File: config.mk
export PLATFORM = sky130hd
export DESIGN_NAME = uart_tx_frame_serializer_core_flat
export DESIGN_NICKNAME = d
export VERILOG_FILES = /design/src/rtl/uts_pkg.sv /design/src/rtl/uts_req_if.sv /design/src/rtl/uts_rsp_if.sv /design/src/rtl/uts_controller.sv /design/src/rtl/uts_datapath.sv /design/src/rtl/uart_tx_frame_serializer_core.sv /design/src/flat_wrapper.sv
export SDC_FILE = /design/constraint.sdc
export NUM_CORES = 1
export LEC_CHECK = 0
export BUFFER_PORTS_ARGS = -buffer_cell sky130_fd_sc_hd__buf_2
export CORE_MARGIN = 3
export CORE_UTILIZATION = 40
export DETAILED_ROUTE_END_ITERATION = 8
export SLEW_MARGIN = 20
export SYNTH_ARGS = -nofsm -noshare
export SYNTH_HDL_FRONTEND = slang
export SYNTH_HIERARCHICAL = 1
export SYNTH_SLANG_ARGS = --single-unit
File: constraint.sdc
create_clock -name clock -period 8.2 [get_ports clock]
set_input_delay 0 -clock clock [delete_from_list [all_inputs] [get_ports clock]]
set_output_delay 0 -clock clock [all_outputs]
set_load 0.02 [all_outputs]
File: src/rtl/uts_pkg.sv
`default_nettype none
package uts_pkg;

   localparam int DATA_W     = 9;
   localparam int COUNT_W    = 4;
   localparam int HOLD_W     = 16;
   localparam int CSR_IDX_W  = 2;
   localparam int CSR_DATA_W = 16;

   localparam logic [CSR_IDX_W-1:0] CSR_WORD_NINE     = 2'd0;
   localparam logic [CSR_IDX_W-1:0] CSR_PARITY_MODE   = 2'd1;
   localparam logic [CSR_IDX_W-1:0] CSR_TWO_STOP      = 2'd2;
   localparam logic [CSR_IDX_W-1:0] CSR_SYMBOL_CYCLES = 2'd3;

   localparam logic [1:0] PAR_NONE = 2'd0;
   localparam logic [1:0] PAR_ODD  = 2'd1;
   localparam logic [1:0] PAR_EVEN = 2'd2;

   localparam logic [HOLD_W-1:0] SYMBOL_CYCLES_RESET = 16'd833;

   typedef enum logic [2:0] {
      ST_IDLE,
      ST_START,
      ST_DATA,
      ST_PARITY,
      ST_STOP,
      ST_STOP_LAST
   } state_type;

   typedef enum logic [2:0] {
      SYM_START,
      SYM_DATA,
      SYM_PARITY,
      SYM_STOP,
      SYM_STOP_LAST
   } sym_type;

   typedef struct packed {
      logic    load;
      logic    emit;
      sym_type kind;
   } cmd_type;

   typedef struct packed {
      logic slot_free;
      logic data_last;
      logic parity_on;
      logic two_stop;
   } status_type;

endpackage
`default_nettype wire

File: src/rtl/uts_req_if.sv
`default_nettype none
interface uts_req_if;
   import uts_pkg::*;

   logic              valid;
   logic              ready;
   logic [DATA_W-1:0] data;

   modport source (output valid, output data, input ready);
   modport sink (input valid, input data, output ready);
endinterface
`default_nettype wire

File: src/rtl/uts_rsp_if.sv
`default_nettype none
interface uts_rsp_if;
   logic valid;
   logic ready;
   logic line_level;
   logic last_symbol;

   modport source (output valid, output line_level, output last_symbol, input ready);
   modport sink (input valid, input line_level, input last_symbol, output ready);
endinterface
`default_nettype wire

File: src/rtl/uts_controller.sv
`default_nettype none
module uts_controller (
   input  wire                 clock,
   input  wire                 reset,
   input  wire                 req_valid,
   output logic                req_ready,
   input  uts_pkg::status_type status,
   output uts_pkg::cmd_type    cmd
);
   import uts_pkg::*;

   state_type state_ff;
   state_type state_in;

   always_ff @(posedge clock) begin
      if (reset) begin
         state_ff <= ST_IDLE;
      end else begin
         state_ff <= state_in;
      end
   end

   always_comb begin
      state_in  = state_ff;
      cmd.load  = 1'b0;
      cmd.emit  = 1'b0;
      cmd.kind  = SYM_START;
      req_ready = (state_ff == ST_IDLE);
      unique case (state_ff)
         ST_IDLE: begin
            if (req_valid) begin
               cmd.load = 1'b1;
               state_in = ST_START;
            end
         end
         ST_START: begin
            if (status.slot_free) begin
               cmd.emit = 1'b1;
               cmd.kind = SYM_START;
               state_in = ST_DATA;
            end
         end
         ST_DATA: begin
            if (status.slot_free) begin
               cmd.emit = 1'b1;
               cmd.kind = SYM_DATA;
               if (status.data_last) begin
                  if (status.parity_on) begin
                     state_in = ST_PARITY;
                  end else if (status.two_stop) begin
                     state_in = ST_STOP;
                  end else begin
                     state_in = ST_STOP_LAST;
                  end
               end
            end
         end
         ST_PARITY: begin
            if (status.slot_free) begin
               cmd.emit = 1'b1;
               cmd.kind = SYM_PARITY;
               state_in = status.two_stop ? ST_STOP : ST_STOP_LAST;
            end
         end
         ST_STOP: begin
            if (status.slot_free) begin
               cmd.emit = 1'b1;
               cmd.kind = SYM_STOP;
               state_in = ST_STOP_LAST;
            end
         end
         ST_STOP_LAST: begin
            if (status.slot_free) begin
               cmd.emit = 1'b1;
               cmd.kind = SYM_STOP_LAST;
               state_in = ST_IDLE;
            end
         end
         default: begin
            state_in = ST_IDLE;
         end
      endcase
   end
endmodule
`default_nettype wire

File: src/rtl/uts_datapath.sv
`default_nettype none
module uts_datapath (
   input  wire                                clock,
   input  wire                                reset,
   input  wire                                csr_we,
   input  wire  [uts_pkg::CSR_IDX_W-1:0]      csr_index,
   input  wire  [uts_pkg::CSR_DATA_W-1:0]     csr_wdata,
   input  wire  [uts_pkg::DATA_W-1:0]         req_data,
   input  uts_pkg::cmd_type                   cmd,
   output uts_pkg::status_type                status,
   output logic                               rsp_valid,
   input  wire                                rsp_ready,
   output logic                               rsp_line_level,
   output logic                               rsp_last_symbol
);
   import uts_pkg::*;

   logic              word_nine_ff, word_nine_in;
   logic [1:0]        parity_mode_ff, parity_mode_in;
   logic              two_stop_ff, two_stop_in;
   logic [HOLD_W-1:0] symbol_cycles_ff, symbol_cycles_in;

   logic [DATA_W-1:0]  shift_ff, shift_in;
   logic [COUNT_W-1:0] count_ff, count_in;
   logic               parity_ff, parity_in;

   logic              out_full_ff, out_full_in;
   logic              level_ff, level_in;
   logic              last_ff, last_in;
   logic [HOLD_W-1:0] hold_ff, hold_in;

   logic               parity_on;
   logic [COUNT_W-1:0] data_bits;
   logic               rsp_xfer;

   always_ff @(posedge clock) begin
      if (reset) begin
         word_nine_ff     <= 1'b0;
         parity_mode_ff   <= PAR_NONE;
         two_stop_ff      <= 1'b0;
         symbol_cycles_ff <= SYMBOL_CYCLES_RESET;
         shift_ff         <= '0;
         count_ff         <= '0;
         parity_ff        <= 1'b0;
         out_full_ff      <= 1'b0;
         hold_ff          <= '0;
      end else begin
         word_nine_ff     <= word_nine_in;
         parity_mode_ff   <= parity_mode_in;
         two_stop_ff      <= two_stop_in;
         symbol_cycles_ff <= symbol_cycles_in;
         shift_ff         <= shift_in;
         count_ff         <= count_in;
         parity_ff        <= parity_in;
         out_full_ff      <= out_full_in;
         hold_ff          <= hold_in;
      end
   end

   always_ff @(posedge clock) begin
      level_ff <= level_in;
      last_ff  <= last_in;
   end

   assign parity_on = (parity_mode_ff == PAR_ODD) || (parity_mode_ff == PAR_EVEN);
   assign data_bits = (word_nine_ff ? COUNT_W'(9) : COUNT_W'(8)) - COUNT_W'(parity_on);

   assign rsp_valid       = out_full_ff && (hold_ff <= HOLD_W'(1));
   assign rsp_line_level  = level_ff;
   assign rsp_last_symbol = last_ff;
   assign rsp_xfer        = rsp_valid && rsp_ready;

   assign status.slot_free = !out_full_ff || rsp_xfer;
   assign status.data_last = (count_ff == (data_bits - COUNT_W'(1)));
   assign status.parity_on = parity_on;
   assign status.two_stop  = two_stop_ff;

   always_comb begin
      word_nine_in     = word_nine_ff;
      parity_mode_in   = parity_mode_ff;
      two_stop_in      = two_stop_ff;
      symbol_cycles_in = symbol_cycles_ff;
      shift_in         = shift_ff;
      count_in         = count_ff;
      parity_in        = parity_ff;
      out_full_in      = out_full_ff;
      level_in         = level_ff;
      last_in          = last_ff;
      hold_in          = hold_ff;

      if (csr_we) begin
         unique case (csr_index)
            CSR_WORD_NINE:     word_nine_in     = csr_wdata[0];
            CSR_PARITY_MODE:   parity_mode_in   = csr_wdata[1:0];
            CSR_TWO_STOP:      two_stop_in      = csr_wdata[0];
            CSR_SYMBOL_CYCLES: symbol_cycles_in = csr_wdata[HOLD_W-1:0];
            default:           word_nine_in     = word_nine_ff;
         endcase
      end

      if (cmd.load) begin
         shift_in  = req_data;
         count_in  = '0;
         parity_in = 1'b0;
      end

      if (rsp_xfer) begin
         out_full_in = 1'b0;
      end

      if (hold_ff > HOLD_W'(1)) begin
         hold_in = hold_ff - HOLD_W'(1);
      end

      if (cmd.emit) begin
         out_full_in = 1'b1;
         hold_in     = symbol_cycles_ff;
         last_in     = 1'b0;
         unique case (cmd.kind)
            SYM_START: begin
               level_in = 1'b0;
            end
            SYM_DATA: begin
               level_in  = shift_ff[0];
               shift_in  = shift_ff >> 1;
               parity_in = parity_ff ^ shift_ff[0];
               count_in  = count_ff + COUNT_W'(1);
            end
            SYM_PARITY: begin
               level_in = (parity_mode_ff == PAR_ODD) ? ~parity_ff : parity_ff;
            end
            SYM_STOP: begin
               level_in = 1'b1;
            end
            SYM_STOP_LAST: begin
               level_in = 1'b1;
               last_in  = 1'b1;
            end
            default: begin
               level_in = 1'b1;
            end
         endcase
      end
   end
endmodule
`default_nettype wire

File: src/rtl/uart_tx_frame_serializer_core.sv
// Sequence: a taken character is loaded into the shift register; each symbol is then
// written to the output register as its slot frees and offered once the hold runs down.
// Throughput: one frame of 10 to 12 symbols per character, each symbol paced by the hold
// counter; a new character is taken once the final stop symbol is in the output register.
// Reset (synchronous, active high) restores the register defaults, 8 bits, no parity,
// one stop, a symbol_cycles value of 833, and empties the output register.
`default_nettype none
module uart_tx_frame_serializer_core (
   input  wire                            clock,
   input  wire                            reset,
   uts_req_if.sink                        req_bus,
   uts_rsp_if.source                      rsp_bus,
   input  wire                            csr_we,
   input  wire [uts_pkg::CSR_IDX_W-1:0]   csr_index,
   input  wire [uts_pkg::CSR_DATA_W-1:0]  csr_wdata
);
   import uts_pkg::*;

   cmd_type    cmd;
   status_type status;
   logic       req_ready;

   assign req_bus.ready = req_ready;

   uts_controller u_controller (
      .clock     (clock),
      .reset     (reset),
      .req_valid (req_bus.valid),
      .req_ready (req_ready),
      .status    (status),
      .cmd       (cmd)
   );

   uts_datapath u_datapath (
      .clock           (clock),
      .reset           (reset),
      .csr_we          (csr_we),
      .csr_index       (csr_index),
      .csr_wdata       (csr_wdata),
      .req_data        (req_bus.data),
      .cmd             (cmd),
      .status          (status),
      .rsp_valid       (rsp_bus.valid),
      .rsp_ready       (rsp_bus.ready),
      .rsp_line_level  (rsp_bus.line_level),
      .rsp_last_symbol (rsp_bus.last_symbol)
   );
endmodule
`default_nettype wire

File: src/flat_wrapper.sv
// flat-port wrapper written by rule: the top's interface ports become plain ports
module uart_tx_frame_serializer_core_flat import uts_pkg::*;
  (clock, reset, csr_we, csr_index, csr_wdata, req_bus_valid, req_bus_data, req_bus_ready, rsp_bus_valid, rsp_bus_line_level, rsp_bus_last_symbol, rsp_bus_ready);
  uts_req_if req_bus_i ();
  uts_rsp_if rsp_bus_i ();
  input  wire clock;
  input  wire reset;
  input  wire csr_we;
  input  wire [uts_pkg::CSR_IDX_W-1:0] csr_index;
  input  wire [uts_pkg::CSR_DATA_W-1:0] csr_wdata;
  input wire logic [$bits(req_bus_i.valid)-1:0] req_bus_valid;
  input wire logic [$bits(req_bus_i.data)-1:0] req_bus_data;
  output wire logic [$bits(req_bus_i.ready)-1:0] req_bus_ready;
  output wire logic [$bits(rsp_bus_i.valid)-1:0] rsp_bus_valid;
  output wire logic [$bits(rsp_bus_i.line_level)-1:0] rsp_bus_line_level;
  output wire logic [$bits(rsp_bus_i.last_symbol)-1:0] rsp_bus_last_symbol;
  input wire logic [$bits(rsp_bus_i.ready)-1:0] rsp_bus_ready;
  assign req_bus_i.valid = req_bus_valid;
  assign req_bus_i.data = req_bus_data;
  assign req_bus_ready = req_bus_i.ready;
  assign rsp_bus_valid = rsp_bus_i.valid;
  assign rsp_bus_line_level = rsp_bus_i.line_level;
  assign rsp_bus_last_symbol = rsp_bus_i.last_symbol;
  assign rsp_bus_i.ready = rsp_bus_ready;
  uart_tx_frame_serializer_core u_core (.clock(clock), .reset(reset), .req_bus(req_bus_i), .rsp_bus(rsp_bus_i), .csr_we(csr_we), .csr_index(csr_index), .csr_wdata(csr_wdata));
endmodule
Yosys cells after proc, flatten, opt, wreduce, memory -nomap -nowiden
Cells that the tools add are included.
{ "word_totals": {"ff_bits": 56, "in_bits": 32, "wordCells": 91} }
{ "classes": {"add_sub_neg": 4, "order_cmp": 2, "n_eq_ne": 21, "n_mux": 35, "bitwise": 2, "reduce_logical": 15} }
{ "ops": {"columns": ["op", "n"], "rows": [
  ["16-bit 2-to-1 mux", 2],
  ["4-bit 2-to-1 mux", 8],
  ["9-bit 2-to-1 mux", 3],
  ["3-bit 2-to-1 mux", 8],
  ["4-bit one-hot mux with 5 select lines", 1],
  ["3-bit one-hot mux with 6 select lines", 1],
  ["16-bit by 1-bit greater-than comparator with 1-bit output (second input constant)", 1],
  ["16-bit by 1-bit <= comparator with 1-bit output (second input constant)", 1],
  ["16-bit by 1-bit subtractor with 16-bit output (second input constant)", 1],
  ["2-bit by 1-bit inequality test with 1-bit output (second input constant)", 6],
  ["1-bit 2-to-1 mux", 11],
  ["3-bit by 2-bit == test with 1-bit output (second input constant)", 3],
  ["3-bit == test (second input constant)", 3],
  ["2-bit AND reduction", 4],
  ["7-bit AND reduction", 1],
  ["2-bit == test (second input constant)", 3],
  ["3-bit by 1-bit == test with 1-bit output (second input constant)", 2],
  ["3-bit logical NOT", 2],
  ["4-bit by 1-bit adder with 4-bit output (second input constant)", 1],
  ["2-bit by 1-bit == test with 1-bit output (second input constant)", 2],
  ["4-bit == test", 1],
  ["2-bit nonzero test", 2],
  ["4-bit by 1-bit subtractor with 4-bit output", 1],
  ["4-bit by 1-bit subtractor with 4-bit output (second input constant)", 1],
  ["8 further kinds", 10]
]} }

Logic depth before layout (Yosys ltp)
{ "depth": {"ltp_word": 9, "depth_mapped": 17, "ltp_nobuf": 14} }

By module
Netlist, hierarchy kept.
{ "modules_own_cells": {"columns": ["mod", "instances", "cells_each", "area_each_um2", "seq_area_each_um2"], "rows": [
  ["uts_datapath", 1, 304, 2514.9, 1081.0],
  ["uts_controller", 1, 41, 326.6, 60.1]
]} }

Least setup slack after synthesis
OpenSTA, ideal clock, no wires.
{ "synth_path": {"path_type": "reg2reg", "start": "register u_core.u_datapath.hold_ff[4]", "end": "register u_core.u_datapath.count_ff[2]", "arrival_ns": 3.119, "required_ns": 8.067, "path_slack_ns": 4.949, "stages_incl_launch_ff": 16, "synth_period_minus_slack_ns": 3.251, "path_cell_list": "dfxtp_1 > or4_4 > nor3_4 > and2_1 > buf_6 > nand2_1 > nand2_1 > buf_2 > nand2_1 > nor2_1 > inv_1 > clkbuf_1 > nor4b_2 > nor2_1 > o21ai_0 > a21oi_1"} }
{ "synth_rtl": {"columns": ["element", "line_no", "rtl"], "rows": [
  ["from (decl)", "uts_datapath.sv:30", "logic [HOLD_W-1:0] hold_ff, hold_in;"],
  ["from (signal assigned)", "uts_datapath.sv:56", "hold_ff <= hold_in;"],
  ["to (signal assigned)", "uts_datapath.sv:53", "count_ff <= count_in;"],
  ["to (decl)", "uts_datapath.sv:24", "logic [COUNT_W-1:0] count_ff, count_in;"]
]} }

==> flow_metrics.tcl <==
set metrics [dict create \
    regArea_um2 1140 \
    cp-start-kind "flip-flop" \
    drive_gt1_share_pct 13.0 \
    p_leak_nw 1.32 \
    final_antenna_net_count 0 \
    path_clk_slew_ns 0.10 \
    numCtsBuffers 5 \
    port_buffers 35 \
    core-area_um2 6830 \
    cp_slowest_cell "or4b_1" \
    cts_tree "yes" \
    dp.final_hpwl_um 4220 \
    min_period_ns 3.79 \
    multi_input_area_um2 1550 \
    hold_path_depth 3 \
    status "finished clean" \
    mostFrequentLayoutCells "nand2_1, dfxtp_1, nor2_1, buf_2, a21oi_1" \
    switching_share_pct 42.0 \
    die_x_um 90.3 \
    syn2layout_area_growth_pct 15.8 \
    synth_fp_nets 382 \
    ff2ff_path_depth 12 \
    htreeDepth 2 \
    min_path_type "input port to flip-flop" \
    clock_latency_ns 0.30 \
    ys_ff_latch 56 \
    synth-edff-count 2 \
    dpl.cell_count 455 \
    ctsResizeCount 0 \
    synth_cell_type_count 52 \
    root_buffer "clkbuf_8" \
    cp_data_required_time_ns 8.42 \
    combPwrFrac_pct 45.8 \
    critPathKind "flip-flop to flip-flop" \
    drc_errors 0 \
    rsz0062_at_grt "false" \
    slew_headroom_pct 31.1 \
    min_to "u_core/u_datapath/shift_ff[4]$_SDFF_PP0_" \
    critPathLaunch "u_core/u_datapath/hold_ff[10]$_SDFFE_PP0P_" \
    antenna_found_initial 0 \
    worst_slew_pin_slew_ns 1.03 \
    grt_usage_pct 16.6 \
    grt_max_degree 60 \
    wire_per_inst_um 13.5 \
    irDropWorstVdd_mv 0.143 \
    fin_cells 480 \
    drtIter0Drc 229 \
    first_pass_iters 4 \
    io_pins 36 \
    critPathCaptureType "flip-flop" \
    clock_power_share_pct 14.3 \
    layout_commonest_cell "nand2_1" \
    path_buf_inv 1 \
    avgSynthCellArea_um2 8.24 \
    ctsLongestPathBuffers 2 \
    wl_um 6460 \
    crit_chain "nor4_1, and4bb_4, and2_1, nand2_1, nand2_1, nand2_1, nor2_1, inv_1, or4b_1, nor2_1, o21ai_0, a21oi_1" \
    synthArstFlopShare_pct 0 \
    critPathMostFrequentCell "nand2_1" \
    fmaxAchievable_mhz 264 \
    placementRows 30 \
    syn_area_um2 2840 \
    finClkSkew_ns 0.00798 \
    synthCells 345 \
    reg2reg_to "u_core/u_datapath/count_ff[2]$_SDFF_PP0_" \
    viasPerCell 5.26 \
    grt_overflow 0 \
    crit_arrival_ns 4.01 \
    grt_pass1_wl_um 11300 \
    layout.nets 421 \
    fillers 703 \
    r2r-start "u_core/u_datapath/hold_ff[10]$_SDFFE_PP0P_" \
    r2r_setup_slack_ns 4.41 \
    p_sw_mw 0.428 \
    synth_ff_type "dfxtp_1" \
    diodes 0 \
    grt_pass1_vias 2343 \
    num_vias 2523 \
    crit_family "simple AND/OR/NAND/NOR gates" \
    die_y_um 90.3 \
    clkSinkCount 56 \
    ctsHoldBuffers 18 \
    post-route-util_pct 48.2 \
    yosysSeqAreaShare_pct 40.2 \
    setup_viol 0 \
    tns_ns 0 \
    drv_slew 0 \
    powerDensity_nw_per_um2 309 \
    seqPwrFrac_pct 39.9 \
    drv_cap 0 \
    globalplace.congestion 0.895 \
    path_max_fanout 21 \
    die-area_um2 8150 \
    start_util_pct 41.6 \
    cpPeakStageDelay_ns 0.90 \
    yosys_warnings 6 \
    min_from "req_bus_data[4]" \
    fin_crit_sh_pct 46.2 \
    post_cts_buffers 0 \
    final_hold_viol_count 0 \
    intPower_mw 0.590 \
]
-- power by group through the flow --
| stage | registers (mW) | logic, mW | clock network [mW] |
|---|---|---|---|
| CTS | 0.404 | 0.462 | 0.154 |
| global placement | 0.409 | 0.452 | 0 |
| finish | 0.406 | 0.466 | 0.145 |
| detailed placement | 0.409 | 0.454 | 0 |
| floorplan | 0.391 | 0.379 | 0 |
| global route | 0.416 | 0.526 | 0.162 |
-- worst max path at each step --
stage | end | cells past startpoint
after floorplan | u_core/u_datapath/count_ff[2]$_SDFF_PP0_ | 15
after global placement | u_core/u_datapath/count_ff[2]$_SDFF_PP0_ | 12
after detailed placement | u_core/u_datapath/count_ff[2]$_SDFF_PP0_ | 12
after CTS | u_core/u_datapath/count_ff[2]$_SDFF_PP0_ | 12
after global routing | u_core/u_datapath/count_ff[2]$_SDFF_PP0_ | 12
final | u_core/u_datapath/count_ff[2]$_SDFF_PP0_ | 12
-- state kept, by name, indices dropped and copies added (netlist names) --
signal	count
u_core/u_datapath/symbol_cycles_ff	16
u_core/u_datapath/parity_mode_ff	2
u_core/u_datapath/out_full_ff	1
u_core/u_datapath/parity_ff	1
u_core/u_controller/state_ff	3
u_core/u_datapath/count_ff	4
u_core/u_datapath/rsp_last_symbol	1
u_core/u_datapath/rsp_line_level	1
u_core/u_datapath/word_nine_ff	1
u_core/u_datapath/hold_ff	16
u_core/u_datapath/two_stop_ff	1
u_core/u_datapath/shift_ff	9
-- per-layer routing --
layer | vias up | share of wire (%) | GRT usage [%]
met4 | 0 | 1.3 | 5.23
met2 | 60 | 43 | 24.4
li1 | 1299 | - | -
met3 | 6 | 4.1 | 2.67
met5 | - | 0 | 0
met1 | 1158 | 51 | 24.7
-- area by class of cell --
class | instances | area share [%]
Multi-Input combinational cell | 257 | 47.1
Sequential cell | 56 | 34.7
Timing Repair Buffer | 54 | 11.0
Tap cell | 96 | 3.65
Clock buffer | 5 | 2.09
Inverter | 10 | 1.14
Clock inverter | 2 | 0.342
-- worst reg2reg max path, cell delays in order (launching register included) --
cell and delay, ns:
dfxtp_1 0.37, nor4_1 0.56, and4bb_4 0.37, and2_1 0.26, nand2_1 0.08, nand2_1 0.30
nand2_1 0.09, nor2_1 0.14, inv_1 0.21, or4b_1 0.90, nor2_1 0.21, o21ai_0 0.09
a21oi_1 0.12
-- stage by stage --
stage          power, mW  instance area (um2)  setup WS [ns]  hold WS (ns)
6_report            1.02                 3290           4.41        0.0306
5_1_grt             1.10                 3290           4.09        0.0172
4_1_cts             1.02                 3290           4.46        0.0150
3_5_place_dp       0.863                 3030           4.49         0.219
3_3_place_gp       0.861                 3030           4.56         0.212
2_1_floorplan      0.770                 2840           4.95        0.0775
-- kinds of logic after synthesis --
kind of cell	synth area share (%)
multiplexers	4.93
AO/OA/AOI/OAI	16.2
flip-flops	40.2
AND/OR/NAND/NOR	28.4
adder cells (fa/ha/maj)	2.20
XOR/XNOR	2.77
buffers and inverters	5.33
-- synthesized netlist by cell type (4+ instances only) --
cell / number / share of area [%]
a211oi_1: 13 / 3.4
a21oi_1: 29 / 5.1
buf_2: 4 / 0.70
clkbuf_1: 11 / 1.5
dfxtp_1: 54 / 38
ha_1: 5 / 2.2
inv_1: 10 / 1.3
mux2i_1: 14 / 4.9
nand2_1: 56 / 7.4
nand3_1: 9 / 1.6
nand3b_1: 8 / 2.1
nor2_1: 36 / 4.8
nor3_1: 9 / 1.6
nor3b_1: 5 / 1.3
nor4_1: 7 / 1.5
o21ai_0: 7 / 1.2
o22ai_1: 5 / 1.1
xor2_1: 6 / 1.8
No activity file was read; power rests on OpenSTA's default activity.
